==> config.mk <==
export PLATFORM = sky130hd
export DESIGN_NAME = zeroed_current_sense_median3_flat
export DESIGN_NICKNAME = d
export VERILOG_FILES = /design/src/hw/rtl/zcsm_pkg.sv /design/src/hw/rtl/zcsm_if.sv /design/src/hw/rtl/zeroed_current_sense_median3.sv /design/src/hw/rtl/zcsm_div.sv /design/src/hw/rtl/zcsm_dp.sv /design/src/hw/rtl/zcsm_ctrl.sv /design/src/flat_wrapper.sv
export SDC_FILE = /design/constraint.sdc
export NUM_CORES = 2
export LEC_CHECK = 0
export ABC_AREA = 1
export BUFFER_PORTS_ARGS = -buffer_cell sky130_fd_sc_hd__buf_4
export CORE_ASPECT_RATIO = 1.2
export CORE_MARGIN = 2
export CORE_UTILIZATION = 35
export DETAILED_ROUTE_END_ITERATION = 7
export GPL_TIMING_DRIVEN = 0
export PLACE_DENSITY = 0.55
export RECOVER_POWER = 100
export SYNTH_ARGS = -nofsm -noshare
export SYNTH_HDL_FRONTEND = slang
export SYNTH_HIERARCHICAL = 1
export SYNTH_SLANG_ARGS = --single-unit
==> constraint.sdc <==
create_clock -name clk -period 20.4 [get_ports clk]
set_clock_uncertainty 0.2 [all_clocks]
set_input_delay 4.08 -clock clk [delete_from_list [all_inputs] [get_ports clk]]
set_output_delay 4.08 -clock clk [all_outputs]
set_load 0.05 [all_outputs]
==> src/hw/rtl/zcsm_pkg.sv <==
// Shared types and constants for the zeroed current sense block.
// No dependencies; every other RTL file depends on this package.
`default_nettype none

package zcsm_pkg;

  // ADC code width
  localparam int CODE_BITS = 24;

  localparam int CAL_W      = 16;               // cal_attempts and counters
  localparam int SCALE_W    = 20;               // current_scale
  localparam int CFG_DATA_W = 20;               // widest register
  localparam int CFG_IDX_W  = 1;
  localparam int SUM_W      = CODE_BITS + CAL_W; // exact calibration sum
  localparam int CUR_W      = 29;               // Q8 current
  localparam int CUR_FRAC   = 16;               // scale shift
  localparam int DIFF_W     = CODE_BITS + 1;
  localparam int PROD_W     = DIFF_W + SCALE_W + 1;
  localparam int DIV_CNT_W  = $clog2(SUM_W + 1);

  localparam longint CUR_MAX = 64'sd268435455;
  localparam longint CUR_MIN = -64'sd268435456;

  localparam logic [CAL_W-1:0]   CAL_ATTEMPTS_RST  = CAL_W'(64);
  localparam logic [SCALE_W-1:0] CURRENT_SCALE_RST = SCALE_W'(100000);

  // register indexes
  localparam logic [CFG_IDX_W-1:0] CFG_CAL_ATTEMPTS  = CFG_IDX_W'(0);
  localparam logic [CFG_IDX_W-1:0] CFG_CURRENT_SCALE = CFG_IDX_W'(1);

  typedef enum logic [0:0] {
    OP_MEASURE = 1'b0,
    OP_CAL     = 1'b1
  } op_t;

  typedef enum logic [2:0] {
    ST_CURRENT_OK  = 3'd0,
    ST_NO_SAMPLE   = 3'd1,
    ST_NOT_ZEROED  = 3'd2,
    ST_CAL_PENDING = 3'd3,
    ST_CAL_OK      = 3'd4,
    ST_CAL_FAILED  = 3'd5
  } status_t;

  typedef enum logic [2:0] {
    S_IDLE,
    S_DECODE,
    S_CAL_CHK,
    S_DIV,
    S_MUL,
    S_SAT,
    S_MED,
    S_DONE
  } state_t;

  // controller -> datapath
  typedef struct packed {
    logic    capture;
    logic    cal_acc;
    logic    cal_fail;
    logic    cal_ok;
    logic    div_start;
    logic    load_diff;
    logic    mul;
    logic    sat;
    logic    med;
    logic    set_status;
    status_t status_code;
    logic    out_load;
  } ctrl_cmd_t;

  // datapath -> controller
  typedef struct packed {
    op_t  opcode;
    logic sample_ready;
    logic zero_valid;
    logic cal_end;
    logic cal_pass;
    logic div_done;
  } dp_stat_t;

endpackage

`default_nettype wire

==> src/hw/rtl/zcsm_if.sv <==
// Valid/ready channel interfaces for sample items and result items.
// Depends on zcsm_pkg for field widths.
`default_nettype none

interface zcsm_in_if;
  logic                                  valid;
  logic                                  ready;
  logic                                  opcode;
  logic                                  sample_ready;
  logic signed [zcsm_pkg::CODE_BITS-1:0] code;

  modport source (output valid, opcode, sample_ready, code, input ready);
  modport sink   (input valid, opcode, sample_ready, code, output ready);
endinterface

interface zcsm_out_if;
  logic                                  valid;
  logic                                  ready;
  logic [2:0]                            status;
  logic signed [zcsm_pkg::CUR_W-1:0]     current_q8;
  logic signed [zcsm_pkg::CODE_BITS-1:0] zero_offset;

  modport source (output valid, status, current_q8, zero_offset, input ready);
  modport sink   (input valid, status, current_q8, zero_offset, output ready);
endinterface

`default_nettype wire

==> src/hw/rtl/zeroed_current_sense_median3.sv <==
// Top level of the zeroed current sense block with median-of-3 filter.
// Depends on zcsm_pkg, zcsm_if, zcsm_div, zcsm_dp and zcsm_ctrl.
//
//   channel  dir  handshake      payload
//   in_ch    in   valid/ready    opcode, sample_ready, code
//   out_ch   out  valid/ready    status, current_q8, zero_offset
//   cfg_*    in   cfg_we only    cfg_index (0 cal_attempts, 1 current_scale),
//                                cfg_wdata
//
// One item at a time; in_ch.ready is high only while the controller idles.
// Measure steps: diff, multiply, saturate, median, output load.
// Calibration attempt: capture, accumulate, run-end check, output load; the last
// attempt of a passing run adds the restoring divider, one quotient bit per cycle
// over SUM_W (40) bits.
// Reset is synchronous, active low; no clearing pass is needed.
// The result sits in an output register; a new item is still accepted while
// it waits, and that item stalls only at its own output load.
`default_nettype none

module zeroed_current_sense_median3 (
  input  wire logic                              clk,
  input  wire logic                              rst_n,
  zcsm_in_if.sink                                in_ch,
  zcsm_out_if.source                             out_ch,
  input  wire logic [zcsm_pkg::CFG_IDX_W-1:0]    cfg_index,
  input  wire logic [zcsm_pkg::CFG_DATA_W-1:0]   cfg_wdata,
  input  wire logic                              cfg_we
);
  import zcsm_pkg::*;

  ctrl_cmd_t cmd;
  dp_stat_t  stat;
  logic      in_ready;
  logic      out_valid;

  // sequencer: handshakes and step order
  zcsm_ctrl u_ctrl (
    .clk       (clk),
    .rst_n     (rst_n),
    .in_valid  (in_ch.valid),
    .in_ready  (in_ready),
    .out_valid (out_valid),
    .out_ready (out_ch.ready),
    .stat      (stat),
    .cmd       (cmd)
  );

  // arithmetic, state and registers
  zcsm_dp u_dp (
    .clk             (clk),
    .rst_n           (rst_n),
    .cfg_we          (cfg_we),
    .cfg_index       (cfg_index),
    .cfg_wdata       (cfg_wdata),
    .in_opcode       (in_ch.opcode),
    .in_sample_ready (in_ch.sample_ready),
    .in_code         (in_ch.code),
    .cmd             (cmd),
    .stat            (stat),
    .out_status      (out_ch.status),
    .out_current_q8  (out_ch.current_q8),
    .out_zero_offset (out_ch.zero_offset)
  );

  assign in_ch.ready  = in_ready;
  assign out_ch.valid = out_valid;

endmodule

`default_nettype wire

==> src/hw/rtl/zcsm_div.sv <==
// Restoring divider, one quotient bit per cycle, truncates toward zero.
// Signed calibration sum over unsigned good count; depends on zcsm_pkg.
`default_nettype none

module zcsm_div (
  input  wire logic                                  clk,
  input  wire logic                                  rst_n,
  input  wire logic                                  start,
  input  wire logic signed [zcsm_pkg::SUM_W-1:0]     dividend,
  input  wire logic        [zcsm_pkg::CAL_W-1:0]     divisor,
  output logic                                       done,
  output logic signed      [zcsm_pkg::CODE_BITS-1:0] quotient
);
  import zcsm_pkg::*;

  logic [SUM_W-1:0]     quot_r, quot_nxt;
  logic [CAL_W-1:0]     rem_r, rem_nxt;
  logic [CAL_W-1:0]     dvs_r, dvs_nxt;
  logic                 neg_r, neg_nxt;
  logic [DIV_CNT_W-1:0] cnt_r, cnt_nxt;
  logic                 done_r, done_nxt;
  logic [CAL_W:0]       trial;
  logic [SUM_W-1:0]     qsigned;

  always_comb begin
    quot_nxt = quot_r;
    rem_nxt  = rem_r;
    dvs_nxt  = dvs_r;
    neg_nxt  = neg_r;
    cnt_nxt  = cnt_r;
    done_nxt = 1'b0;
    trial    = {rem_r, quot_r[SUM_W-1]};
    if (start) begin
      neg_nxt  = dividend[SUM_W-1];
      quot_nxt = dividend[SUM_W-1] ? SUM_W'(-dividend) : SUM_W'(dividend);
      rem_nxt  = '0;
      dvs_nxt  = divisor;
      cnt_nxt  = DIV_CNT_W'(SUM_W);
    end else if (cnt_r != '0) begin
      if (trial >= {1'b0, dvs_r}) begin
        rem_nxt  = CAL_W'(trial - {1'b0, dvs_r});
        quot_nxt = {quot_r[SUM_W-2:0], 1'b1};
      end else begin
        rem_nxt  = trial[CAL_W-1:0];
        quot_nxt = {quot_r[SUM_W-2:0], 1'b0};
      end
      cnt_nxt = cnt_r - 1'b1;
      if (cnt_r == DIV_CNT_W'(1)) begin
        done_nxt = 1'b1;
      end
    end
  end

  always_ff @(posedge clk) begin
    if (!rst_n) begin
      cnt_r  <= '0;
      done_r <= 1'b0;
    end else begin
      cnt_r  <= cnt_nxt;
      done_r <= done_nxt;
    end
    quot_r <= quot_nxt;
    rem_r  <= rem_nxt;
    dvs_r  <= dvs_nxt;
    neg_r  <= neg_nxt;
  end

  assign qsigned  = neg_r ? (~quot_r + 1'b1) : quot_r;
  assign quotient = qsigned[CODE_BITS-1:0];
  assign done     = done_r;

endmodule

`default_nettype wire

==> src/hw/rtl/zcsm_dp.sv <==
// Datapath: config registers, item capture, calibration accumulators,
// scaling multiplier, saturation, median history. Uses zcsm_pkg, zcsm_div.
`default_nettype none

module zcsm_dp (
  input  wire logic                                  clk,
  input  wire logic                                  rst_n,
  input  wire logic                                  cfg_we,
  input  wire logic        [zcsm_pkg::CFG_IDX_W-1:0]  cfg_index,
  input  wire logic        [zcsm_pkg::CFG_DATA_W-1:0] cfg_wdata,
  input  wire logic                                  in_opcode,
  input  wire logic                                  in_sample_ready,
  input  wire logic signed [zcsm_pkg::CODE_BITS-1:0] in_code,
  input  wire zcsm_pkg::ctrl_cmd_t                   cmd,
  output zcsm_pkg::dp_stat_t                         stat,
  output logic             [2:0]                     out_status,
  output logic signed      [zcsm_pkg::CUR_W-1:0]     out_current_q8,
  output logic signed      [zcsm_pkg::CODE_BITS-1:0] out_zero_offset
);
  import zcsm_pkg::*;

  localparam int SH_W  = PROD_W - CUR_FRAC;
  localparam int EXT_W = (SH_W > CUR_W) ? SH_W : CUR_W;
  localparam logic signed [EXT_W-1:0] CUR_MAX_EXT = EXT_W'(CUR_MAX);
  localparam logic signed [EXT_W-1:0] CUR_MIN_EXT = EXT_W'(CUR_MIN);

  function automatic logic signed [CUR_W-1:0] median3(
    input logic signed [CUR_W-1:0] a,
    input logic signed [CUR_W-1:0] b,
    input logic signed [CUR_W-1:0] c
  );
    logic signed [CUR_W-1:0] lo, hi, m;
    lo = (a < b) ? a : b;
    hi = (a > b) ? a : b;
    m  = (hi < c) ? hi : c;
    return (lo > m) ? lo : m;
  endfunction

  // configuration
  logic [CAL_W-1:0]   cal_attempts_r;
  logic [SCALE_W-1:0] current_scale_r;

  // captured item
  op_t                         item_op_r;
  logic                        item_rdy_r;
  logic signed [CODE_BITS-1:0] item_code_r;

  // persistent state
  logic signed [CODE_BITS-1:0] zero_code_r, zero_code_nxt;
  logic                        zero_valid_r, zero_valid_nxt;
  logic signed [CUR_W-1:0]     hist_newer_r, hist_older_r;
  logic signed [SUM_W-1:0]     sum_r, sum_nxt;
  logic [CAL_W-1:0]            attempt_r, attempt_nxt;
  logic [CAL_W-1:0]            good_r, good_nxt;

  // measure pipeline
  logic signed [DIFF_W-1:0]    diff_r;
  logic signed [PROD_W-1:0]    prod_r;
  logic signed [CUR_W-1:0]     raw_r;
  logic signed [SCALE_W:0]     scale_s;
  logic signed [SH_W-1:0]      sh_val;
  logic signed [EXT_W-1:0]     sh_ext;
  logic signed [EXT_W-1:0]     clamped;

  // result
  status_t                     res_status_r;
  logic signed [CUR_W-1:0]     res_cur_r;
  status_t                     out_status_r;
  logic signed [CUR_W-1:0]     out_cur_r;
  logic signed [CODE_BITS-1:0] out_zero_r;

  logic                        div_done;
  logic signed [CODE_BITS-1:0] div_quot;

  zcsm_div u_div (
    .clk      (clk),
    .rst_n    (rst_n),
    .start    (cmd.div_start),
    .dividend (sum_r),
    .divisor  (good_r),
    .done     (div_done),
    .quotient (div_quot)
  );

  always_ff @(posedge clk) begin
    if (!rst_n) begin
      cal_attempts_r  <= CAL_ATTEMPTS_RST;
      current_scale_r <= CURRENT_SCALE_RST;
    end else if (cfg_we) begin
      case (cfg_index)
        CFG_CAL_ATTEMPTS:  cal_attempts_r  <= cfg_wdata[CAL_W-1:0];
        CFG_CURRENT_SCALE: current_scale_r <= cfg_wdata[SCALE_W-1:0];
        default: ;
      endcase
    end
  end

  // calibration bookkeeping
  always_comb begin
    sum_nxt        = sum_r;
    attempt_nxt    = attempt_r;
    good_nxt       = good_r;
    zero_code_nxt  = zero_code_r;
    zero_valid_nxt = zero_valid_r;
    if (cmd.cal_acc) begin
      if (item_rdy_r) begin
        sum_nxt  = sum_r + SUM_W'(item_code_r);
        good_nxt = good_r + 1'b1;
      end
      attempt_nxt = attempt_r + 1'b1;
    end
    if (cmd.cal_ok || cmd.cal_fail) begin
      sum_nxt     = '0;
      attempt_nxt = '0;
      good_nxt    = '0;
    end
    if (cmd.cal_ok) begin
      zero_code_nxt  = div_quot;
      zero_valid_nxt = 1'b1;
    end
    if (cmd.cal_fail) begin
      zero_valid_nxt = 1'b0;
    end
  end

  always_ff @(posedge clk) begin
    if (!rst_n) begin
      sum_r        <= '0;
      attempt_r    <= '0;
      good_r       <= '0;
      zero_code_r  <= '0;
      zero_valid_r <= 1'b0;
      hist_newer_r <= '0;
      hist_older_r <= '0;
    end else begin
      sum_r        <= sum_nxt;
      attempt_r    <= attempt_nxt;
      good_r       <= good_nxt;
      zero_code_r  <= zero_code_nxt;
      zero_valid_r <= zero_valid_nxt;
      if (cmd.med) begin
        hist_older_r <= hist_newer_r;
        hist_newer_r <= raw_r;
      end
    end
  end

  // scaling: floor shift is an arithmetic right shift
  assign scale_s = {1'b0, current_scale_r};
  assign sh_val  = SH_W'(prod_r >>> CUR_FRAC);
  assign sh_ext  = EXT_W'(sh_val);
  always_comb begin
    if (sh_ext > CUR_MAX_EXT) begin
      clamped = CUR_MAX_EXT;
    end else if (sh_ext < CUR_MIN_EXT) begin
      clamped = CUR_MIN_EXT;
    end else begin
      clamped = sh_ext;
    end
  end

  // payload registers
  always_ff @(posedge clk) begin
    if (cmd.capture) begin
      item_op_r   <= op_t'(in_opcode);
      item_rdy_r  <= in_sample_ready;
      item_code_r <= in_code;
    end
    if (cmd.load_diff) begin
      diff_r <= DIFF_W'(item_code_r) - DIFF_W'(zero_code_r);
    end
    if (cmd.mul) begin
      prod_r <= diff_r * scale_s;
    end
    if (cmd.sat) begin
      raw_r <= clamped[CUR_W-1:0];
    end
    if (cmd.med) begin
      res_status_r <= ST_CURRENT_OK;
      res_cur_r    <= median3(hist_older_r, hist_newer_r, raw_r);
    end else if (cmd.set_status) begin
      res_status_r <= cmd.status_code;
      res_cur_r    <= '0;
    end
    if (cmd.out_load) begin
      out_status_r <= res_status_r;
      out_cur_r    <= res_cur_r;
      out_zero_r   <= zero_code_r;
    end
  end

  always_comb begin
    stat.opcode       = item_op_r;
    stat.sample_ready = item_rdy_r;
    stat.zero_valid   = zero_valid_r;
    stat.cal_end      = (attempt_r >= cal_attempts_r);
    stat.cal_pass     = (good_r != '0) && (good_r >= (cal_attempts_r >> 1));
    stat.div_done     = div_done;
  end

  assign out_status      = out_status_r;
  assign out_current_q8  = out_cur_r;
  assign out_zero_offset = out_zero_r;

endmodule

`default_nettype wire

==> src/hw/rtl/zcsm_ctrl.sv <==
// Controller FSM: sequences one item through the datapath and owns the
// input ready and output valid. Depends on zcsm_pkg.
`default_nettype none

module zcsm_ctrl (
  input  wire logic                clk,
  input  wire logic                rst_n,
  input  wire logic                in_valid,
  output logic                     in_ready,
  output logic                     out_valid,
  input  wire logic                out_ready,
  input  wire zcsm_pkg::dp_stat_t  stat,
  output zcsm_pkg::ctrl_cmd_t      cmd
);
  import zcsm_pkg::*;

  state_t state_r, state_nxt;
  logic   out_valid_r, out_valid_nxt;

  always_ff @(posedge clk) begin
    if (!rst_n) begin
      state_r     <= S_IDLE;
      out_valid_r <= 1'b0;
    end else begin
      state_r     <= state_nxt;
      out_valid_r <= out_valid_nxt;
    end
  end

  always_comb begin
    state_nxt = state_r;
    cmd       = '0;
    cmd.status_code = ST_CURRENT_OK;
    in_ready  = 1'b0;
    case (state_r)
      S_IDLE: begin
        in_ready = 1'b1;
        if (in_valid) begin
          cmd.capture = 1'b1;
          state_nxt   = S_DECODE;
        end
      end
      S_DECODE: begin
        if (stat.opcode == OP_CAL) begin
          cmd.cal_acc = 1'b1;
          state_nxt   = S_CAL_CHK;
        end else if (!stat.sample_ready) begin
          cmd.set_status  = 1'b1;
          cmd.status_code = ST_NO_SAMPLE;
          state_nxt       = S_DONE;
        end else if (!stat.zero_valid) begin
          cmd.set_status  = 1'b1;
          cmd.status_code = ST_NOT_ZEROED;
          state_nxt       = S_DONE;
        end else begin
          cmd.load_diff = 1'b1;
          state_nxt     = S_MUL;
        end
      end
      S_CAL_CHK: begin
        if (!stat.cal_end) begin
          cmd.set_status  = 1'b1;
          cmd.status_code = ST_CAL_PENDING;
          state_nxt       = S_DONE;
        end else if (stat.cal_pass) begin
          cmd.div_start = 1'b1;
          state_nxt     = S_DIV;
        end else begin
          cmd.cal_fail    = 1'b1;
          cmd.set_status  = 1'b1;
          cmd.status_code = ST_CAL_FAILED;
          state_nxt       = S_DONE;
        end
      end
      S_DIV: begin
        if (stat.div_done) begin
          cmd.cal_ok      = 1'b1;
          cmd.set_status  = 1'b1;
          cmd.status_code = ST_CAL_OK;
          state_nxt       = S_DONE;
        end
      end
      S_MUL: begin
        cmd.mul   = 1'b1;
        state_nxt = S_SAT;
      end
      S_SAT: begin
        cmd.sat   = 1'b1;
        state_nxt = S_MED;
      end
      S_MED: begin
        cmd.med   = 1'b1;
        state_nxt = S_DONE;
      end
      S_DONE: begin
        // hold until the output register is free
        if (!out_valid_r || out_ready) begin
          cmd.out_load = 1'b1;
          state_nxt    = S_IDLE;
        end
      end
      default: state_nxt = S_IDLE;
    endcase
  end

  always_comb begin
    out_valid_nxt = out_valid_r;
    if (out_valid_r && out_ready) begin
      out_valid_nxt = 1'b0;
    end
    if (cmd.out_load) begin
      out_valid_nxt = 1'b1;
    end
  end

  assign out_valid = out_valid_r;

  a_no_overwrite: assert property (@(posedge clk) disable iff (!rst_n)
    cmd.out_load |-> (!out_valid_r || out_ready))
    else $error("result overwritten before transfer");

  a_div_in_state: assert property (@(posedge clk) disable iff (!rst_n)
    stat.div_done |-> (state_r == S_DIV))
    else $error("divider done outside divide state");

  a_accept_decode: assert property (@(posedge clk) disable iff (!rst_n)
    (in_valid && in_ready) |=> (state_r == S_DECODE))
    else $error("accepted item not decoded");

  a_cal_ok_legal: assert property (@(posedge clk) disable iff (!rst_n)
    cmd.cal_ok |-> (stat.cal_end && stat.cal_pass))
    else $error("zero committed without a passing run");

endmodule

`default_nettype wire

==> src/flat_wrapper.sv <==
// flat-port wrapper written by rule: the top's interface ports become plain ports
module zeroed_current_sense_median3_flat import zcsm_pkg::*;
  (clk, rst_n, cfg_index, cfg_wdata, cfg_we, in_ch_valid, in_ch_opcode, in_ch_sample_ready, in_ch_code, in_ch_ready, out_ch_valid, out_ch_status, out_ch_current_q8, out_ch_zero_offset, out_ch_ready);
  zcsm_in_if in_ch_i ();
  zcsm_out_if out_ch_i ();
  input  wire logic clk;
  input  wire logic rst_n;
  input  wire logic [zcsm_pkg::CFG_IDX_W-1:0] cfg_index;
  input  wire logic [zcsm_pkg::CFG_DATA_W-1:0] cfg_wdata;
  input  wire logic cfg_we;
  input wire logic [$bits(in_ch_i.valid)-1:0] in_ch_valid;
  input wire logic [$bits(in_ch_i.opcode)-1:0] in_ch_opcode;
  input wire logic [$bits(in_ch_i.sample_ready)-1:0] in_ch_sample_ready;
  input wire logic [$bits(in_ch_i.code)-1:0] in_ch_code;
  output wire logic [$bits(in_ch_i.ready)-1:0] in_ch_ready;
  output wire logic [$bits(out_ch_i.valid)-1:0] out_ch_valid;
  output wire logic [$bits(out_ch_i.status)-1:0] out_ch_status;
  output wire logic [$bits(out_ch_i.current_q8)-1:0] out_ch_current_q8;
  output wire logic [$bits(out_ch_i.zero_offset)-1:0] out_ch_zero_offset;
  input wire logic [$bits(out_ch_i.ready)-1:0] out_ch_ready;
  assign in_ch_i.valid = in_ch_valid;
  assign in_ch_i.opcode = in_ch_opcode;
  assign in_ch_i.sample_ready = in_ch_sample_ready;
  assign in_ch_i.code = in_ch_code;
  assign in_ch_ready = in_ch_i.ready;
  assign out_ch_valid = out_ch_i.valid;
  assign out_ch_status = out_ch_i.status;
  assign out_ch_current_q8 = out_ch_i.current_q8;
  assign out_ch_zero_offset = out_ch_i.zero_offset;
  assign out_ch_i.ready = out_ch_ready;
  zeroed_current_sense_median3 u_core (.clk(clk), .rst_n(rst_n), .in_ch(in_ch_i), .out_ch(out_ch_i), .cfg_index(cfg_index), .cfg_wdata(cfg_wdata), .cfg_we(cfg_we));
endmodule
Word-level counts from Yosys, hierarchy flattened. Cells that the tools add are included. Widths: inputs -> output; s select.

Register bits after elaboration: 489. Latch bits: 0. Memory bits (writable): 0. ROM bits: 0. Bits of input ports: 52. Output and inout bits: 58. Word-level logic and storage cells: 137. Memories kept: 0.

$add $sub $neg: 8. $mul: 1. Divide/modulo/power cells: 0. $lt $le $gt $ge: 9. Equal/unequal tests: 11. Shift-type cells: 0. Mux-type cells: 56. Bitwise gates (word level): 4. Reduce and logical (&&, ||, !) cells: 19.

Operators by type and width (count): $mux 29 (7); $mux 40 (3); $gt 29x29->1 (2); $lt 29x29->1 (2); $mul 25x21->46 (1); $add 40x24->40 (1); $neg 40->40 (1); $add 16x1->16 const B (2); $gt 30x29->1 const B (1); $lt 30x29->1 const B (1); $mux 1 (26); $sub 24x24->25 (1); $add 24x1->24 const B (1); $mux 24 (1); $mux 4 (6); $not 24->24 (1); $pmux 3 s8 (1); $mux 3 (7); $ge 17x16->1 (1); $ge 16x15->1 (1); $ge 16x16->1 (1); $mux 16 (1); $reduce_bool 16->1 (1); $sub 16x16->16 (1); other kinds (20) (37).

Depth between registers and ports, before layout.
Depth after elaboration: 7. Gate-level depth with buffers: 47.

Cells and area by module. Netlist, hierarchy kept.

Modules (own cells, without submodules): zcsm_dp (instances 1, cells an instance 4850, area an instance 39733.1 µm²); zcsm_div (instances 1, cells an instance 921, area an instance 6179.7 µm²); zcsm_ctrl (instances 1, cells an instance 76, area an instance 425.4 µm²).

Worst setup path after synthesis. OpenSTA, ideal clock, no wires.

Path type: reg2reg. Start: register u_core.u_dp.current_scale_r[11]. End: register u_core.u_dp.prod_r[42], data pin. Library setup time: 265 ps. Arrival: 6364 ps. Slack: 13570 ps. Cell stages (with the launch flop): 27. Period minus slack after synthesis: 6830 ps. Cell sequence: dfxtp_1 clkbuf_1 clkbuf_1 nand2_1 fa_1 inv_1 fa_1 inv_1 fa_1 inv_1 fa_1 inv_1 fa_1 inv_1 fa_1 fa_1 ha_1 nand2_1 nor2_1 nand2_1 nor2_1 nand2_1 nand3_1 a21oi_1 o31ai_1 a41oi_1 xor2_1.

Longest elaborated chain between the ends: 1.

RTL lines: start, declared (RTL line zcsm_dp.sv:41) `logic [SCALE_W-1:0] current_scale_r;`; start signal, assigned (RTL line zcsm_dp.sv:92) `CFG_CURRENT_SCALE: current_scale_r <= cfg_wdata[SCALE_W-1:0];`; $mul 25x21->46 (RTL line zcsm_dp.sv:173) `prod_r <= diff_r * scale_s;`; end signal, assigned (RTL line zcsm_dp.sv:173); end, declared (RTL line zcsm_dp.sv:58) `logic signed [PROD_W-1:0] prod_r;`.

Every way passes these cells. A chain may end at the register's enable or synchronous reset.

Final worst setup path.
Start: register u_core.u_dp.hist_newer_r[24]. End: register u_core.u_dp.res_cur_r[19], data pin.

Longest elaborated chain between the ends: 7.

RTL lines: start, declared (RTL line zcsm_dp.sv:51) `logic signed [CUR_W-1:0] hist_newer_r, hist_older_r;`; start signal, assigned (RTL line zcsm_dp.sv:143) `hist_newer_r <= raw_r;`; $gt 29x29->1 (RTL line zcsm_dp.sv:34) `hi = (a > b) ? a : b;`; $mux 29 (RTL line zcsm_dp.sv:34); $lt 29x29->1 (RTL line zcsm_dp.sv:35) `m = (hi < c) ? hi : c;`; $mux 29 (RTL line zcsm_dp.sv:35); $gt 29x29->1 (RTL line zcsm_dp.sv:36) `return (lo > m) ? lo : m;`; $mux 29 * (RTL line zcsm_dp.sv:36); $mux 29 * (RTL line zcsm_dp.sv:178) `if (cmd.med) begin`; end signal, assigned (RTL line zcsm_dp.sv:180) `res_cur_r <= median3(hist_older_r, hist_newer_r, raw_r);`; end, declared (RTL line zcsm_dp.sv:67) `logic signed [CUR_W-1:0] res_cur_r;`.

Every way passes the cells marked *; elsewhere a longest branch is shown, timed or not.

==> implementation parameters <==
Parameter                              Value

Floorplanning
  Number of top-level pins ... 110
  Die span in x ... 336 um
  Standard-cell row count ... 146
  Starting density of the core ... 35.2%
  Core area ... 0.132 mm^2
  Die Ht ... 403 um
  Die footprint ... 0.135 mm^2

STA
  Final Worst Setup Slack ... 11640 ps
  RSZ-0062 raised after global routing ... no
  Final hold violation count ... 0
  Transition time at the pin with the least slew margin ... 3710 ps
  Normalized max-slew margin ... -147%
  Fmax ... 0.114 GHz
  Final setup violation count ... 0
  Sum of negative setup slack ... 0 ps
  Ratio of final minimum period to clock period ... 43.0%
  Max Transition Viols Final ... 129
  Final Hold Slack ... 219 ps
  Crit path time final ... 8760 ps

Routing
  Total DRC errors in the routed layout ... 0
  Via total after detailed routing ... 38114
  Vias/cell ... 4.87
  Post-route ant nets ... 0
  Wire per inst ... 18.9 um
  Initial DRC count ... 2500
  Number of search-and-repair iterations in the first detailed-routing pass ... 6
  Final wirelength ... 148000 um

Finish
  Most common cell after layout, fill and taps aside ... sky130_fd_sc_hd__inv_1
  Post-route core utilization ... 38.6%
  Number of standard cells in the final layout excluding fillers ... 7833
  Share of post-route cells with drive strength above 1 ... 3.38%
  # nets final ... 6899
  Layout overhead on the synthesized area ... 9.59%
  Ant diodes ... 0
  Most frequent cells in the layout ... 1284 x sky130_fd_sc_hd__inv_1, 1214 x sky130_fd_sc_hd__nand2_1, 511 x sky130_fd_sc_hd__fa_1, 442 x sky130_fd_sc_hd__nor2_1, 365 x sky130_fd_sc_hd__o21ai_0

Worst setup path
  Buffer and inverter count on the worst path ... 10
  Required arrival time at the worst endpoint ... 20590 ps
  Critical path peak fanout ... 10
  Crit path largest cell delay ... 480 ps
  Setup CP Type ... reg -> reg
  CP Launch Type ... flip-flop
  Most used cell along the critical path ... sky130_fd_sc_hd__nand2_1
  Kind of capture point of the worst setup path ... flip-flop
  CP delay by family, top ... buffers and inverters
  Data arrival time of the critical path ... 8950 ps
  Cell with the largest stage delay on the worst path ... sky130_fd_sc_hd__clkbuf_1

CTS
  Clk Tree Root Cell ... sky130_fd_sc_hd__clkbuf_16
  Buffers inserted during post-CTS setup optimization ... 0
  Worst skew pair latency ... 630 ps
  Number of buffers added by the clock tree synthesis step ... 51
  Sink count of the clock tree ... 473
  Clock tree buffer depth ... 3
  Depth of the CTS H-tree ... 2
  Reg clk slew, reported paths ... 60 ps
  Number of instances resized during post-cts repair ... 0
  Clock tree from TritonCTS ... yes
  Hold buffer count at CTS ... 0

Logic synthesis
  Post-synth net total ... 6732
  Number of enable-type register cells in the synthesized netlist ... 252
  Number of standard cells after synthesis ... 5847
  Leading register cell type out of synthesis ... sky130_fd_sc_hd__edfxtp_1
  Total of flip-flops plus latches after synthesis ... 473
  Portion of the post-synthesis area used by sequential elements ... 25.9%
  Average cell area after synthesis ... 7.93 um^2
  Share of flip-flops with an asynchronous set or reset after synthesis ... 0%
  Syn. warnings ... 6
  Netlist Area Pre-Place ... 0.0463 mm^2
  Number of distinct library cells after synthesis ... 63

Placed design
  Port buffer count ... 109
  Setup Slack @ Placement ... 12000 ps
  Final Wtd Congestion ... 0.955
  Total instance count after detailed placement ... 7737
  Post-DP HPWL ... 123000 um

Power
  Maximum vdd ir drop ... 229 uV
  Leakage power ... 0.0252 uW
  PwrDens ... 159 mW/mm^2

Global route
  Total gr overflow ... 0
  Via count of the first global-routing pass ... 38995
  Largest net degree at the start of global routing ... 57
  Number of antenna violations at the first check in global routing ... 0
  Total global routing track utilization ... 22.1%
  First-pass GRT wire length ... 228000 um

Min path
  Hold/Removal Path Class ... reg -> reg

Run
  Max-capacitance violation count ... 3

Run status
  Failing checks ... capacitance limit, slew limit
  Outcome ... complete, but fails checks
## final timing paths
path                                     start                              to  slack, ps  cells after the start
setup / recovery  u_core/u_dp/hist_newer_r[24]       u_core/u_dp/res_cur_r[19]      11640                     39
hold / removal       u_core/u_dp/res_cur_r[14]  u_core/u_dp/out_current_q8[14]        220                      0
setup reg to reg  u_core/u_dp/hist_newer_r[24]       u_core/u_dp/res_cur_r[19]      11640                     39
hold reg to reg      u_core/u_dp/res_cur_r[14]  u_core/u_dp/out_current_q8[14]        220                      0
## layout make-up
type                    instances  area (um^2)
repair buffers                114          593
clock inverters                33          293
plain buffers                 234         1010
well taps                    1776         2220
fillers                     13741        80900
inverters                    1294         4860
clock buffers                  63         1390
multi-input cells            3846        28400
flip-flops and latches        473        12000
## per-stage QoR
stage	total power (uW)	area [um^2]
after floorplan	5560	46300
after CTS	8170	51100
after detailed placement	7190	49500
after global routing	8910	50800
final	8070	50800
after global placement	7140	49400
## cell families after synthesis
| family | synth area share [%] |
|---|---|
| DFF | 25.9 |
| xor gates and xnor gates | 2.80 |
| and+or+nand+nor | 18.4 |
| buffers and inverters | 12.7 |
| adders and majority gates | 30.8 |
| AOI/OAI and AO/OA | 9.42 |
## where the power goes
part           internal, uW  leakage (uW)  switching [uW]
clock                   516      0.000813             423
combinational          2020        0.0202            3620
sequential             1380       0.00413             114
total                  3910        0.0252            4160
## worst register-to-register path: cells and delay by family (launching register included)
family | cells | cell delay, ps
buf+inv | 10 | 2900
simple gates | 20 | 2880
compound gates | 6 | 1230
fa+ha+maj | 3 | 970
flops | 1 | 380
## registers in the layout, indices dropped and copies added, names as in the netlist, 24 cells and up
signal                       count
u_core/u_dp/raw_r               29
u_core/u_dp/sum_r               40
u_core/u_dp/out_zero_offset     24
u_core/u_dp/diff_r              25
u_core/u_dp/hist_older_r        29
u_core/u_dp/zero_code_r         24
u_core/u_dp/prod_r              30
u_core/u_dp/out_current_q8      29
u_core/u_dp/item_code_r         24
u_core/u_dp/res_cur_r           29
u_core/u_dp/hist_newer_r        29
u_core/u_dp/u_div/quot_r        40
## cells in the mapped netlist (8+ instances only)
master,number,area (um^2)
sky130_fd_sc_hd__buf_6,8,90.1
sky130_fd_sc_hd__and2_1,31,194
sky130_fd_sc_hd__nand4_1,41,257
sky130_fd_sc_hd__xnor2_1,58,508
sky130_fd_sc_hd__o21ai_0,365,1830
sky130_fd_sc_hd__edfxtp_1,252,7570
sky130_fd_sc_hd__nor4_1,13,81.3
sky130_fd_sc_hd__buf_2,14,70.1
sky130_fd_sc_hd__dfxtp_1,221,4420
sky130_fd_sc_hd__a21oi_1,317,1590
sky130_fd_sc_hd__a21o_1,11,82.6
sky130_fd_sc_hd__buf_4,8,60.1
sky130_fd_sc_hd__o211ai_1,12,90.1
sky130_fd_sc_hd__a31oi_1,28,175
sky130_fd_sc_hd__nand2_1,1214,4560
sky130_fd_sc_hd__nor3_1,36,180
sky130_fd_sc_hd__inv_1,1283,4820
sky130_fd_sc_hd__nand3_2,20,200
sky130_fd_sc_hd__clkbuf_1,192,721
sky130_fd_sc_hd__ha_1,322,4030
sky130_fd_sc_hd__nand3_1,220,1100
sky130_fd_sc_hd__nor2_1,441,1660
sky130_fd_sc_hd__o21bai_1,11,82.6
sky130_fd_sc_hd__fa_1,511,10200
sky130_fd_sc_hd__inv_2,8,30.0
sky130_fd_sc_hd__xor2_1,90,788
sky130_fd_sc_hd__o21a_1,25,188
## layer usage
| layer | vias up | routed length [um] | global-route usage (%) |
|---|---|---|---|
| met5 | - | 0 | 0 |
| met4 | 0 | 10300 | 12.9 |
| met3 | 316 | 7260 | 2.58 |
| met2 | 1070 | 71900 | 38.3 |
| met1 | 18305 | 58800 | 26.4 |
| li1 | 18423 | - | - |
(Power assumes the default switching activity.)
